$ cat src/hw/rtl/random_cyclic_permutation_builder_core_assert.svh
// Assertion macros for the permutation builder core.
// Used by the top level only; depends on nothing.
`ifndef RANDOM_CYCLIC_PERMUTATION_BUILDER_CORE_ASSERT_SVH
`define RANDOM_CYCLIC_PERMUTATION_BUILDER_CORE_ASSERT_SVH
`define RCP_ASSERT_IMPL(label, clk, rst_n, cond) \
	label: assert property (@(posedge clk) disable iff (!rst_n) (cond)) \
		else $error("rcp assertion failed");
`define RCP_ASSERT_NEXT(label, clk, rst_n, pre, post) \
	label: assert property (@(posedge clk) disable iff (!rst_n) (pre) |=> (post)) \
		else $error("rcp assertion failed");
`endif

$ cat src/hw/rtl/rcp_pkg.sv
// Shared types and constants for the permutation builder.
// No dependencies.
package rcp_pkg;
	localparam int unsigned MaxNodes = 1024;
	localparam int unsigned NodeW = $clog2(MaxNodes);
	localparam int unsigned CountW = 11;
	localparam logic [63:0] Seed = 64'h9E3779B97F4A7C15;
	localparam logic [1:0] StOk = 2'd0;
	localparam logic [1:0] StNotBuilt = 2'd1;
	localparam logic [1:0] StRange = 2'd2;
	localparam logic [1:0] StBuilt = 2'd3;
	localparam logic KindBuild = 1'b0;

	typedef enum logic [3:0] {
		S_IDLE, S_INIT, S_RNG, S_DIV, S_RDI, S_RDJ, S_WRI, S_WRJ,
		S_LRD0, S_LRD, S_LWR, S_LOOK, S_LOOK2, S_DONE
	} state_t;

	typedef struct packed {
		logic init_clr;
		logic init_wr;
		logic rng_load;
		logic rng_step;
		logic div_start;
		logic rd_i;
		logic rd_j;
		logic wr_i;
		logic wr_j;
		logic lk_rd0;
		logic lk_rd;
		logic lk_wr;
		logic look_rd;
		logic set_ready;
	} cmd_t;

	typedef struct packed {
		logic init_last;
		logic shuf_last;
		logic div_done;
		logic link_last;
	} sts_t;
endpackage

$ cat src/hw/rtl/rcp_ctrl.sv
// Controller state machine for build and lookup requests.
// Depends on rcp_pkg.
module rcp_ctrl (
	input logic clk,
	input logic arst_n,
	input logic go,
	input logic kind,
	input logic in_range,
	input logic cfg_wr,
	input rcp_pkg::sts_t sts,
	output rcp_pkg::cmd_t cmd,
	output logic busy,
	output logic ready_tbl,
	output logic res_vld,
	output logic [1:0] res_st
);
	import rcp_pkg::*;
	state_t st_q, st_d;
	logic ready_q;
	logic [1:0] lst_q;

	always_ff @(posedge clk or negedge arst_n) begin
		if (!arst_n) begin
			st_q <= S_IDLE;
			ready_q <= 1'b0;
			lst_q <= StOk;
		end else begin
			st_q <= st_d;
			if (cmd.set_ready) ready_q <= 1'b1;
			else if (cfg_wr) ready_q <= 1'b0;
			if (go && kind != KindBuild)
				lst_q <= !ready_q ? StNotBuilt : (in_range ? StOk : StRange);
		end
	end

	always_comb begin
		st_d = st_q;
		case (st_q)
			S_IDLE: if (go) st_d = (kind == KindBuild) ? S_INIT : S_LOOK;
			S_INIT: if (sts.init_last) st_d = S_RNG;
			S_RNG: st_d = sts.shuf_last ? S_LRD0 : S_DIV;
			S_DIV: if (sts.div_done) st_d = S_RDI;
			S_RDI: st_d = S_RDJ;
			S_RDJ: st_d = S_WRI;
			S_WRI: st_d = S_WRJ;
			S_WRJ: st_d = S_RNG;
			S_LRD0: st_d = S_LRD;
			S_LRD: if (sts.link_last) st_d = S_LWR;
			S_LWR: st_d = S_DONE;
			S_DONE: st_d = S_IDLE;
			S_LOOK: st_d = S_LOOK2;
			S_LOOK2: st_d = S_IDLE;
			default: st_d = S_IDLE;
		endcase
	end

	always_comb begin
		cmd = '0;
		busy = (st_q != S_IDLE);
		res_vld = 1'b0;
		res_st = lst_q;
		case (st_q)
			S_IDLE: begin
				cmd.init_clr = go && kind == KindBuild;
				cmd.rng_load = go && kind == KindBuild;
			end
			S_INIT: cmd.init_wr = 1'b1;
			S_RNG: begin
				cmd.rng_step = !sts.shuf_last;
				cmd.div_start = !sts.shuf_last;
				cmd.lk_rd0 = sts.shuf_last;
			end
			S_RDI: cmd.rd_i = 1'b1;
			S_RDJ: cmd.rd_j = 1'b1;
			S_WRI: cmd.wr_i = 1'b1;
			S_WRJ: cmd.wr_j = 1'b1;
			S_LRD0: cmd.lk_rd = 1'b1;
			S_LRD: begin
				cmd.lk_rd = !sts.link_last;
				cmd.lk_wr = sts.link_last;
			end
			S_DONE: begin
				cmd.set_ready = 1'b1;
				res_vld = 1'b1;
				res_st = StBuilt;
			end
			S_LOOK2: res_vld = 1'b1;
			default: cmd = '0;
		endcase
	end
	assign ready_tbl = ready_q;
endmodule

$ cat config.mk
export PLATFORM = sky130hd
export DESIGN_NAME = rcp_ctrl
export DESIGN_NICKNAME = d
export VERILOG_FILES = /design/src/hw/rtl/random_cyclic_permutation_builder_core_assert.svh /design/src/hw/rtl/rcp_pkg.sv /design/src/hw/rtl/rcp_ctrl.sv
export SDC_FILE = /design/constraint.sdc
export NUM_CORES = 1
export LEC_CHECK = 0
export BUFFER_PORTS_ARGS = -buffer_cell sky130_fd_sc_hd__buf_2
export CAP_MARGIN = 25
export CORE_AREA = 2 2 39 41
export CTS_CLUSTER_SIZE = 14
export DETAILED_ROUTE_END_ITERATION = 10
export DIE_AREA = 0 0 41 43
export PLACE_DENSITY = 0.73
export SKIP_LAST_GASP = 1
export SLEW_MARGIN = 20
export SYNTH_ARGS = -nofsm -noshare
export SYNTH_HDL_FRONTEND = slang
export SYNTH_SLANG_ARGS = --single-unit
export TNS_END_PERCENT = 100
$ cat constraint.sdc
create_clock -name clk -period 1.48 [get_ports clk]
set_input_delay 0.074 -clock clk [delete_from_list [all_inputs] [get_ports clk]]
set_output_delay 0.074 -clock clk [all_outputs]
set_load 0.02 [all_outputs]
# [After elaboration in Yosys (flattened, before gate mapping)]
# Index checks and enable logic that the tools add are counted.
[op_classes] add_sub_neg=0 multipliers=0 div=0 n_lt_le_gt_ge=0 eq_ne=17 shifts=0 n_mux=24 n_bitwise=1 n_reduce_logical=9
[ops] operator="4-bit case mux with 12 select lines" count=1
[ops] operator="4-bit == test (second input constant)" count=6
[ops] operator="4-bit 2-to-1 mux" count=6
[ops] operator="4-bit by 3-bit == test with 1-bit output (second input constant)" count=4
[ops] operator="1-bit 2-to-1 mux" count=12
[ops] operator="4-bit by 2-bit == test with 1-bit output (second input constant)" count=2
[ops] operator="2-bit 2-to-1 mux" count=4
[ops] operator="2-bit inequality test (second input constant)" count=4
[ops] operator="4-bit by 1-bit == test with 1-bit output (second input constant)" count=1
[ops] operator="4-bit logical NOT" count=1
[ops] operator="4-bit AND reduction" count=1
[ops] operator="4-bit nonzero test" count=1
[ops] operator="1-bit logical AND" count=2
[ops] operator="1-bit logical NOT" count=2
[ops] operator="1-bit case mux with 2 select lines" count=1
[ops] operator="2-bit nonzero test" count=1
[ops] operator="2-bit OR reduction" count=1
[ops] operator="1-bit inverter" count=1
[totals] reg_bits=7 latchBits=0 mem_bits_rw=0 rom_bits=0 in_bits=10 word_cells=54 n_memories=0

# [Logic depth before layout (Yosys ltp)]
# Gate-level depths: netlist of the first run.
[depth] depth_word=3 ltp_mapped=5 mapped_depth_nobuf=4

# [Worst setup path after synthesis of the first run]
# Ideal clock, no wire load.
[synth_path] path_kind="reg-to-output" startpoint="reg st_q[3]" endpoint="out cmd[13] (netlist bit)" t_arrival_ns=1.746 required_ns=1.406 setup_slack_ns=-0.340 path_stages_with_launch=6 path_buffers=2 path_cell_list="dfrtp_1 -> buf_6 -> nor2_4 -> nand3_1 -> nor3b_1 -> buf_4"
[synth_rtl] item="from (decl)" line="rcp_ctrl.sv:18" text="state_t st_q, st_d;"
[synth_rtl] item="from (signal assigned)" line="rcp_ctrl.sv:28" text="st_q <= st_d;"
[synth_rtl] item="to (decl)" line="rcp_ctrl.sv:11" text="output rcp_pkg::cmd_t cmd,"

==> results of run 1 <==
what timing repair did:
| item | in CTS | in global routing |
|---|---|---|
| gates resized for setup | 15 | 21 |
| setup endpoints to repair | 6 | 12 |
| hold buffers | 2 | 0 |
| pin swaps | 3 | 6 |
| endpoints found under the hold margin | 8 | 0 |
| setup buffers | 8 | 1 |
power by group through the flow:
stage               clock network (uW)  logic [uW]  registers, uW
detailed placement                   0         830            383
finish                             174        1290            351
global route                       196        1380            359
floorplan                            0         696            324
CTS                                179        1130            348
global placement                     0         823            373
worst max-delay path by stage:
stage	slack, ns	startpoint	cells after the start	endpoint
detailed placement	0.09	st_q[0]$_DFFE_PN0P_	4	res_st[0]
global route	-0.04	st_q[0]$_DFFE_PN0P_	4	cmd[3]
CTS	0.004	st_q[0]$_DFFE_PN0P_	4	cmd[3]
floorplan	-0.1	st_q[3]$_DFFE_PN0P_	5	cmd[13]
global placement	0.12	st_q[1]$_DFFE_PN0P_	4	res_st[0]
finish	0.007	st_q[0]$_DFFE_PN0P_	4	cmd[3]
kinds of logic after synthesis:
kind of cell	after synthesis	synth area share, %
other	1	0.707
AND/OR/NAND/NOR	32	30.2
multiplexers	2	4.01
AO/OA/AOI/OAI	15	18.4
buffers and inverters	12	13.7
flip-flops	7	33.0
metrics by stage:
stage               worst slack (ns)  area [um^2]  hold slack (ns)  utilization [%]
finish                       0.00721          882           0.0143             63.7
detailed placement            0.0863          657          -0.0890             47.5
floorplan                    -0.0985          537           -0.222                -
CTS                          0.00387          811           0.0115             58.6
global placement               0.120          657          -0.0903             47.5
global route                 -0.0371          882           0.0166             63.7
synth_stat cells, drive strengths merged:
cell and count:
dfrtp 7, o31ai 2, mux2i 1, o32ai 1, inv 6, nor3b 1
or2 1, a21oi 3, a2111oi 1, nand3 1, nor2 8, a32o 1
or2b 1, mux2 1, o21ai 5, and3 2, nand2 11, nor3 4
conb 1, or3 1, a22oi 1, nand2b 2, o22ai 1, buf 6
critical path: cells and delay by family, from the launching register on:
kind / cells / cell delay [ns]
AOI/OAI and AO/OA: 1 / 0.28
DFF: 1 / 0.41
buffers and inverters: 3 / 0.45
sequential cells by signal (all words and copies together), names as in the netlist:
name       flops
ready_tbl      1
st_q           4
lst_q          2
per-layer routing:
layer  share of wire [%]  track usage [%]  vias to the layer above  wire length [um]
met4                 2.3             12.0                        0                36
li1                    -                -                      309                 -
met1                  38             19.6                      295               602
met3                 6.5             3.66                        4               102
met2                  53             31.3                       28               829
met5                   0                0                        -                 0
cell type report:
| class | count | area (um^2) | area share (%) |
|---|---|---|---|
| clock inverter | 1 | 5.00 | 0.567 |
| sequential | 7 | 180 | 20.4 |
| inverter | 6 | 27.5 | 3.12 |
| clock buffer | 3 | 22.5 | 2.55 |
| multi-input combinational | 50 | 347 | 39.3 |
| timing repair buffer | 40 | 280 | 31.8 |
| tap | 16 | 20.0 | 2.27 |
==> results.sh, run 1 <==
export IMPL_core_area_um2=1380
export IMPL_layout_cells_most_common_list="buf_2, buf_4, nand2_1, buf_6, nor2_1"
export IMPL_net_switching_power_uw=851
export IMPL_share_comb_of_total_power_pct=71.0
export IMPL_r2r_end="st_q[0]$_DFFE_PN0P_"
export IMPL_grt_total_usage_pct=18.7
export IMPL_final_cell_count_no_fill=123
export IMPL_min_from="cfg_wr"
export IMPL_layout_drive_gt1_share_pct=58.9
export IMPL_fp_dieArea_um2=1760
export IMPL_p_clk_share_pct=9.6
export IMPL_synth_seq_cells=7
export IMPL_io_buffers=27
export IMPL_timing_rr_start="st_q[1]$_DFFE_PN0P_"
export IMPL_first_pass_iters=4
export IMPL_antenna_cells=0
export IMPL_pin_count_of_the_biggest_net_entering_global_routing=9
export IMPL_timing_hold_worst_class="input pin to flop"
export IMPL_setup_worst_path_start_class="flop"
export IMPL_yosys_area_top_type_share_pct=33.0
export IMPL_cp_slowest_stage_delay_ns=0.41
export IMPL_yosysSeqAreaShare_pct=33.0
export IMPL_min_path_cells=2
export IMPL_power_leakage_uw=0.000451
export IMPL_maxSlewViolCount=0
export IMPL_fillCellCount=120
export IMPL_cell_internal_pwr_uw=962
export IMPL_route_detailed_vias_per_inst=5.17
export IMPL_syn_inst=69
export IMPL_flow_area_growth_from_synthesis_pct=66.3
export IMPL_sequentialPowerShare_pct=19.4
export IMPL_report_final_hold_viol_count=0
export IMPL_finalSetupViolations=0
export IMPL_worstRegToRegCells=5
export IMPL_finish_net_count=118
export IMPL_route_final_wire_length_mm=1.57
export IMPL_antenna_violations_before_repair=0
export IMPL_start_util_pct=38.3
export IMPL_num_vias=636
export IMPL_cp_cell_sequence="buf_4 > buf_6 > a2111oi_4 > buf_4"
export IMPL_worst_setup_path_end_kind="primary output"
export IMPL_syn_area_um2=531
export IMPL_drt_iter0_drc=5
export IMPL_clock_latency_reported_for_the_late_side_of_the_worst_skew_pair_ns=0.25
export IMPL_yosys_cell_types_count=28
export IMPL_dp_cells=108
export IMPL_die_width_um=41
export IMPL_setup_worst_path_class="flop to primary output"
export IMPL_grt_overflow=0
export IMPL_clk_pin_slew_ns=0.05
export IMPL_layout_worst_path_cycle_share_pct=99.5
export IMPL_route_detailed_wl_per_inst_um=12.8
export IMPL_max_cap_viol_count=0
export IMPL_tritoncts_buffers=3
export IMPL_synth_warnings=0
export IMPL_die_height_um=43
export IMPL_cp_common_cell="buf_4"
export IMPL_post_synth_cell_area_avg_um2=7.69
export IMPL_antenna_left=0
export IMPL_hpwl_mm=1.01
export IMPL_crit_path_max_fanout=6
export IMPL_gpl_final_weighted_congestion=0.747
export IMPL_switching_share_pct=46.9
export IMPL_core_rowCount=14
export IMPL_power_per_cell_area_nw_per_um2=2060
export IMPL_ioPinCount=29
export IMPL_crit_required_ns=1.41
export IMPL_finalCriticalPeriod_ns=1.47
export IMPL_cts_htree_levels=1
export IMPL_clock_skew_final_ns=0.00199
export IMPL_synth_area_top_cells="dfrtp_1, nand2_1, nor2_1, buf_4, buf_6"
export IMPL_worstPathArrival_ns=1.40
export IMPL_drt_drc_violations_left=0
export IMPL_clk_root_buffer_cell="clkbuf_4"
export IMPL_clock_fmax_mhz=679
export IMPL_grt_setup_unrepaired="true"
export IMPL_grt_pass1_wl_mm=2.19
export IMPL_cts_path_max_buffers=2
export IMPL_worst_hold_path_endpoint="ready_tbl$_DFFE_PN0P_"
export IMPL_grt_pass1_vias=542
export IMPL_ir_drop_v=0.000957
export IMPL_worst_r2r_setup_slack_ns=0.06
export IMPL_most_common_library_cell_in_the_layout_ignoring_fill_and_taps="buf_2"
export IMPL_yosys_area_top_type="dfrtp_1"
export IMPL_tritoncts="done"
export IMPL_clkSinkCount=7
export IMPL_synthesis_nets=79
export IMPL_final_setup_tns_ns=0
export IMPL_critical_path_slowest_cell="dfrtp_2"
export IMPL_run_status="completed"
export IMPL_finalPower_uw=1810
Note: power is estimated with default switching activity, not from simulation.
==> run 2: changes to the inputs <==
--- a/config.mk
+++ b/config.mk
@@ -7,11 +7,12 @@
 export LEC_CHECK = 0
 export BUFFER_PORTS_ARGS = -buffer_cell sky130_fd_sc_hd__buf_2
 export CAP_MARGIN = 25
-export CORE_AREA = 2 2 39 41
+export CELL_PAD_IN_SITES_DETAIL_PLACEMENT = 1
+export CELL_PAD_IN_SITES_GLOBAL_PLACEMENT = 2
+export CORE_UTILIZATION = 21
 export CTS_CLUSTER_SIZE = 14
 export DETAILED_ROUTE_END_ITERATION = 10
-export DIE_AREA = 0 0 41 43
-export PLACE_DENSITY = 0.73
+export PLACE_DENSITY_LB_ADDON = 0.1
 export SKIP_LAST_GASP = 1
 export SLEW_MARGIN = 20
 export SYNTH_ARGS = -nofsm -noshare
==> run 2 against run 1 <==
Against the previous run:
- first-iteration DRC count is 100% higher
- sequential share of layout area is 0.59 points lower
- global-route usage fell by 4.8 points
- combinational power about the same
- power is 1.8% lower
- final cell count is 11% higher
- count of clock-buffer cells in the layout rose by 1
- cell area is 1.6% higher
- via count shrank 0.47%
- critical path depth grew 1
- highest routed layer is now met3
==> results.sh, run 2 (synthesis results as in run 1) <==
export IMPL_clk_pin_slew_ns=0.05
export IMPL_share_comb_of_total_power_pct=71.1
export IMPL_tritoncts="done"
export IMPL_dr_wl_met3_um=79
export IMPL_drt_drc_violations_left=0
export IMPL_fp_dieArea_um2=2730
export IMPL_cts_htree_levels=1
export IMPL_net_switching_power_uw=812
export IMPL_topRoutingLayerUsed="met3"
export IMPL_core_rowCount=17
export IMPL_area_sequential_um2=178
export IMPL_hpwl_mm=1.34
export IMPL_power_per_cell_area_nw_per_um2=1990
export IMPL_antenna_left=0
export IMPL_crit_path_max_fanout=10
export IMPL_ir_drop_v=0.000746
export IMPL_power_leakage_uw=0.000463
export IMPL_route_detailed_wl_per_inst_um=12.6
export IMPL_drt_iter0_drc=10
export IMPL_num_vias=633
export IMPL_setup_worst_path_class="flop to primary output"
export IMPL_flow_area_growth_from_synthesis_pct=68.9
export IMPL_cts_path_max_buffers=2
export IMPL_grt_overflow=0
export IMPL_finish_net_count=120
export IMPL_clk_root_buffer_cell="clkbuf_4"
export IMPL_run_status="completed"
export IMPL_die_height_um=52.3
export IMPL_layout_cells_most_common_list="buf_2, buf_4, nand2_1, nor2_1, dfrtp_1"
export IMPL_clock_skew_final_ns=0.00371
export IMPL_grt_pass1_wl_mm=2.74
export IMPL_grt_pass1_vias=618
export IMPL_metal_1_wl_um=795
export IMPL_first_pass_iters=2
export IMPL_finalSetupViolations=0
export IMPL_pin_count_of_the_biggest_net_entering_global_routing=11
export IMPL_maxSlewViolCount=0
export IMPL_max_cap_viol_count=0
export IMPL_ioPinCount=29
export IMPL_die_width_um=52.3
export IMPL_route_final_wire_length_mm=1.73
export IMPL_clock_fmax_mhz=687
export IMPL_grt_setup_unrepaired="true"
export IMPL_clock_latency_reported_for_the_late_side_of_the_worst_skew_pair_ns=0.25
export IMPL_antenna_cells=0
export IMPL_worstPathArrival_ns=1.38
export IMPL_crit_required_ns=1.41
export IMPL_registers_top_by_ff_count="st_q"
export IMPL_grt_total_usage_pct=13.9
export IMPL_layout_worst_path_cycle_share_pct=98.3
export IMPL_finalCriticalPeriod_ns=1.46
export IMPL_gpl_final_weighted_congestion=0.694
export IMPL_final_util_pct=39.0
export IMPL_p_clk_share_pct=9.6
export IMPL_route_met2_wl_um=858
export IMPL_antenna_violations_before_repair=0
export IMPL_cell_internal_pwr_uw=968
export IMPL_sequentialPowerShare_pct=19.3
export IMPL_fillCellCount=281
export IMPL_largest_reg_flops=4
export IMPL_setup_worst_path_start_class="flop"
export IMPL_switching_share_pct=45.6
export IMPL_tritoncts_buffers=3
export IMPL_worst_setup_path_end_kind="primary output"
export IMPL_io_buffers=27
export IMPL_start_util_pct=23.1
export IMPL_multi_input_comb_area_um2=324
export IMPL_report_final_hold_viol_count=0
export IMPL_core_area_um2=2300
export IMPL_timing_hold_worst_class="input pin to flop"
export IMPL_route_detailed_vias_per_inst=4.62
export IMPL_clkSinkCount=7
export IMPL_dp_slack_ns=0.139
export IMPL_layout_drive_gt1_share_pct=54.1
export IMPL_postLayoutSetupSlackWorst_ns=0.0248
==> run 2: cell count changes in the layout (fill, tap and decap cells not counted), moves of 2 or more <==
cell,change
buf_6,-2
dfrtp_1,+2
nor2_4,-2
buf_2,-2
buf_4,+4
dfrtp_2,-2
==> run 2: worst max-delay path: stages, from the launching register on <==
cell     delay, ns
dfrtp_1       0.38
buf_4         0.18
inv_2         0.08
nand3_2       0.09
nor3b_2       0.22
buf_4         0.17
==> run 2: timing repair <==
action	4_1_cts	5_1_grt
hold buffers	2	1
setup endpoints to repair	6	13
setup buffers	2	4
pin swaps	1	4
gates resized for setup	9	18
endpoints found under the hold margin	8	1
==> run 2: power groups by stage <==
stage / Sequential, uW / Clock, uW / Combinational (uW)
after global placement: 344 / 0 / 974
after floorplan: 324 / 0 / 696
after CTS: 347 / 179 / 1110
after detailed placement: 350 / 0 / 980
final: 344 / 171 / 1270
after global routing: 356 / 196 / 1360
==> run 2: cell type report <==
type | instances | share of cell area, %
Clock buffer | 4 | 2.93
Inverter | 6 | 2.79
Multi-Input combinational cell | 50 | 36.2
Sequential cell | 7 | 19.8
Tap cell | 28 | 3.91
Timing Repair Buffer | 42 | 34.4
==> run 2: routing by layer <==
layer | GRT usage, % | vias up
met1 | 18.2 | 303
met4 | 2.63 | 0
met2 | 22.2 | 21
met5 | 0 | -
li1 | - | 309
met3 | 4.64 | 0
==> run 2: through the flow <==
step | instances | area (um^2) | TNS, ns | hold slack, ns | power (uW)
after floorplan | 69 | 537 | -0.0985 | -0.222 | 1020
after global placement | 124 | 702 | 0 | -0.0818 | 1320
after detailed placement | 124 | 702 | 0 | -0.0794 | 1330
after CTS | 132 | 796 | 0 | 0.00923 | 1630
after global routing | 137 | 896 | -0.292 | 0.0218 | 1920
final | 137 | 896 | 0 | 0.0322 | 1780
==> run 2: final timing paths <==
kind / start / end / slack, ns / depth (start not counted)
max: st_q[0]$_DFFE_PN0P_ / cmd[11] / 0.02 / 5
min: sts[1] / st_q[1]$_DFFE_PN0P_ / 0.03 / 2
max reg2reg: st_q[1]$_DFFE_PN0P_ / st_q[0]$_DFFE_PN0P_ / 0.03 / 5
min reg2reg: lst_q[0]$_DFFE_PN0P_ / lst_q[0]$_DFFE_PN0P_ / 0.47 / 2
max in group asynchronous: arst_n / st_q[2]$_DFFE_PN0P_ / 1.11 / 2
min in group asynchronous: arst_n / ready_tbl$_DFFE_PN0P_ / 0.19 / 2
==> run 3: changes to the inputs <==
--- a/config.mk
+++ b/config.mk
@@ -5,6 +5,7 @@
 export SDC_FILE = /design/constraint.sdc
 export NUM_CORES = 1
 export LEC_CHECK = 0
+export ABC_CLOCK_PERIOD_IN_PS = 1480
 export BUFFER_PORTS_ARGS = -buffer_cell sky130_fd_sc_hd__buf_2
 export CAP_MARGIN = 25
 export CELL_PAD_IN_SITES_DETAIL_PLACEMENT = 1
@@ -13,6 +14,7 @@
 export CTS_CLUSTER_SIZE = 14
 export DETAILED_ROUTE_END_ITERATION = 10
 export PLACE_DENSITY_LB_ADDON = 0.1
+export RECOVER_POWER = 25
 export SKIP_LAST_GASP = 1
 export SLEW_MARGIN = 20
 export SYNTH_ARGS = -nofsm -noshare
==> run 3 against run 2 <==
Against the previous run:
- count of clock-buffer cells in the layout stayed put
- clock power about the same
- utilization down 0.054 points
- die area did not move
- largest cell class unchanged
- routed wire length fell by 0.12%
- flip-flop and latch count unchanged
- setup slack unchanged
- first-iteration DRC count unchanged
- sequential power barely moved
- critical path depth unchanged
- hold slack did not move
==> results.sh, run 3 (synthesis results as in run 1) <==
export IMPL_hpwl_mm=1.34
export IMPL_layout_cells_most_common_list="buf_4, buf_2, nand2_1, nor2_1, dfrtp_1"
export IMPL_drt_drc_violations_left=0
export IMPL_worstPathArrival_ns=1.38
export IMPL_power_leakage_uw=0.000460
export IMPL_setup_worst_path_start_class="flop"
export IMPL_fp_dieArea_um2=2730
export IMPL_first_pass_iters=2
export IMPL_cp_common_cell="buf_4"
export IMPL_cp_slowest_stage_delay_ns=0.38
export IMPL_critical_path_top_delay_family="buffers and inverters"
export IMPL_clock_latency_reported_for_the_late_side_of_the_worst_skew_pair_ns=0.25
export IMPL_clk_root_buffer_cell="clkbuf_4"
export IMPL_io_buffers=27
export IMPL_die_width_um=52.3
export IMPL_timing_hold_worst_class="input pin to flop"
export IMPL_layout_worst_path_cycle_share_pct=98.3
export IMPL_critical_path_slowest_cell="dfrtp_1"
export IMPL_worst_hold_path_endpoint="st_q[1]$_DFFE_PN0P_"
export IMPL_run_status="completed"
export IMPL_ir_drop_v=0.000746
export IMPL_gpl_final_weighted_congestion=0.694
export IMPL_cts_path_max_buffers=2
export IMPL_pin_count_of_the_biggest_net_entering_global_routing=11
export IMPL_route_final_wire_length_mm=1.73
export IMPL_maxSlewViolCount=0
export IMPL_layout_drive_gt1_share_pct=53.2
export IMPL_crit_required_ns=1.41
export IMPL_finalPower_uw=1780
export IMPL_grt_overflow=0
export IMPL_worst_setup_path_end_kind="primary output"
export IMPL_crit_path_max_fanout=10
export IMPL_report_final_hold_viol_count=0
export IMPL_tritoncts="done"
export IMPL_grt_pass1_wl_mm=2.74
export IMPL_r2r_end="st_q[0]$_DFFE_PN0P_"
export IMPL_cts_htree_levels=1
export IMPL_route_detailed_wl_per_inst_um=12.6
export IMPL_timing_rr_start="st_q[1]$_DFFE_PN0P_"
export IMPL_clock_skew_final_ns=0.00371
export IMPL_core_area_um2=2300
export IMPL_ioPinCount=29
export IMPL_clock_fmax_mhz=687
export IMPL_antenna_left=0
export IMPL_timing_critical_path_buf_inv=3
export IMPL_antenna_cells=0
export IMPL_clkSinkCount=7
export IMPL_start_util_pct=23.1
export IMPL_registers_top_by_ff_count="st_q"
export IMPL_core_rowCount=17
export IMPL_num_vias=632
export IMPL_worst_r2r_setup_slack_ns=0.03
export IMPL_power_per_cell_area_nw_per_um2=1990
export IMPL_grt_setup_unrepaired="true"
export IMPL_max_cap_viol_count=0
export IMPL_worstRegToRegCells=5
export IMPL_fillCellCount=282
export IMPL_cp_cell_sequence="buf_4 > inv_2 > nand3_2 > nor3b_2 > buf_4"
export IMPL_flow_area_growth_from_synthesis_pct=68.6
export IMPL_route_detailed_vias_per_inst=4.61
export IMPL_die_height_um=52.3
export IMPL_antenna_violations_before_repair=0
export IMPL_finalSetupViolations=0
export IMPL_finalCriticalPeriod_ns=1.46
export IMPL_min_from="sts[1]"
export IMPL_largest_reg_flops=4
export IMPL_finish_net_count=120
export IMPL_grt_total_usage_pct=13.9
export IMPL_grt_pass1_vias=618
export IMPL_tritoncts_buffers=3
export IMPL_clk_pin_slew_ns=0.05
export IMPL_most_common_library_cell_in_the_layout_ignoring_fill_and_taps="buf_4"
export IMPL_min_path_cells=2
export IMPL_drt_iter0_drc=10
export IMPL_setup_worst_path_class="flop to primary output"
export IMPL_final_util_pct=38.9
[run 3: what timing repair did]
item / 4_1_cts / 5_1_grt
hold buffers: 2 / 1
endpoints found under the hold margin: 8 / 1
resized for setup: 9 / 18
buffers inserted: 2 / 4
pin swaps: 1 / 4
endpoints found under the setup margin: 6 / 13
[run 3: where the power goes]
group | leakage, uW | internal, uW | switching, uW
clock network | 0.0000150 | 103 | 67.9
logic | 0.000359 | 599 | 666
registers | 0.0000859 | 266 | 78.5
[run 3: how the worst max path moves through the flow]
stage | depth (start not counted) | startpoint | end
after global routing | 4 | st_q[3]$_DFFE_PN0P_ | cmd[11]
final | 5 | st_q[0]$_DFFE_PN0P_ | cmd[11]
after global placement | 4 | st_q[1]$_DFFE_PN0P_ | res_st[1]
after CTS | 4 | st_q[1]$_DFFE_PN0P_ | res_st[1]
after floorplan | 5 | st_q[3]$_DFFE_PN0P_ | cmd[13]
after detailed placement | 4 | st_q[1]$_DFFE_PN0P_ | res_st[1]
[run 3: per-stage QoR]
stage	setup WS (ns)	hold WS (ns)	area, um^2	std cells	TNS [ns]
after global placement	0.155	-0.0818	702	124	0
final	0.0248	0.0322	895	137	0
after floorplan	-0.0985	-0.222	537	69	-0.0985
after detailed placement	0.139	-0.0794	702	124	0
after global routing	-0.0481	0.0218	895	137	-0.292
after CTS	0.00423	0.00923	796	132	0
[run 3: layer usage]
metal | track usage [%] | vias up | routed length [um]
met5 | 0 | - | 0
met4 | 2.63 | 0 | 0
met3 | 4.64 | 0 | 79
met2 | 22.2 | 21 | 858
met1 | 18.2 | 302 | 794
li1 | - | 309 | -
[run 3: cell type report]
type / count / area, um^2 / share of cell area [%]
inverter: 6 / 25.0 / 2.80
multi-input combinational: 50 / 324 / 36.2
tap: 28 / 35.0 / 3.92
sequential: 7 / 178 / 19.9
clock buffer: 4 / 26.3 / 2.94
timing repair buffer: 42 / 307 / 34.3
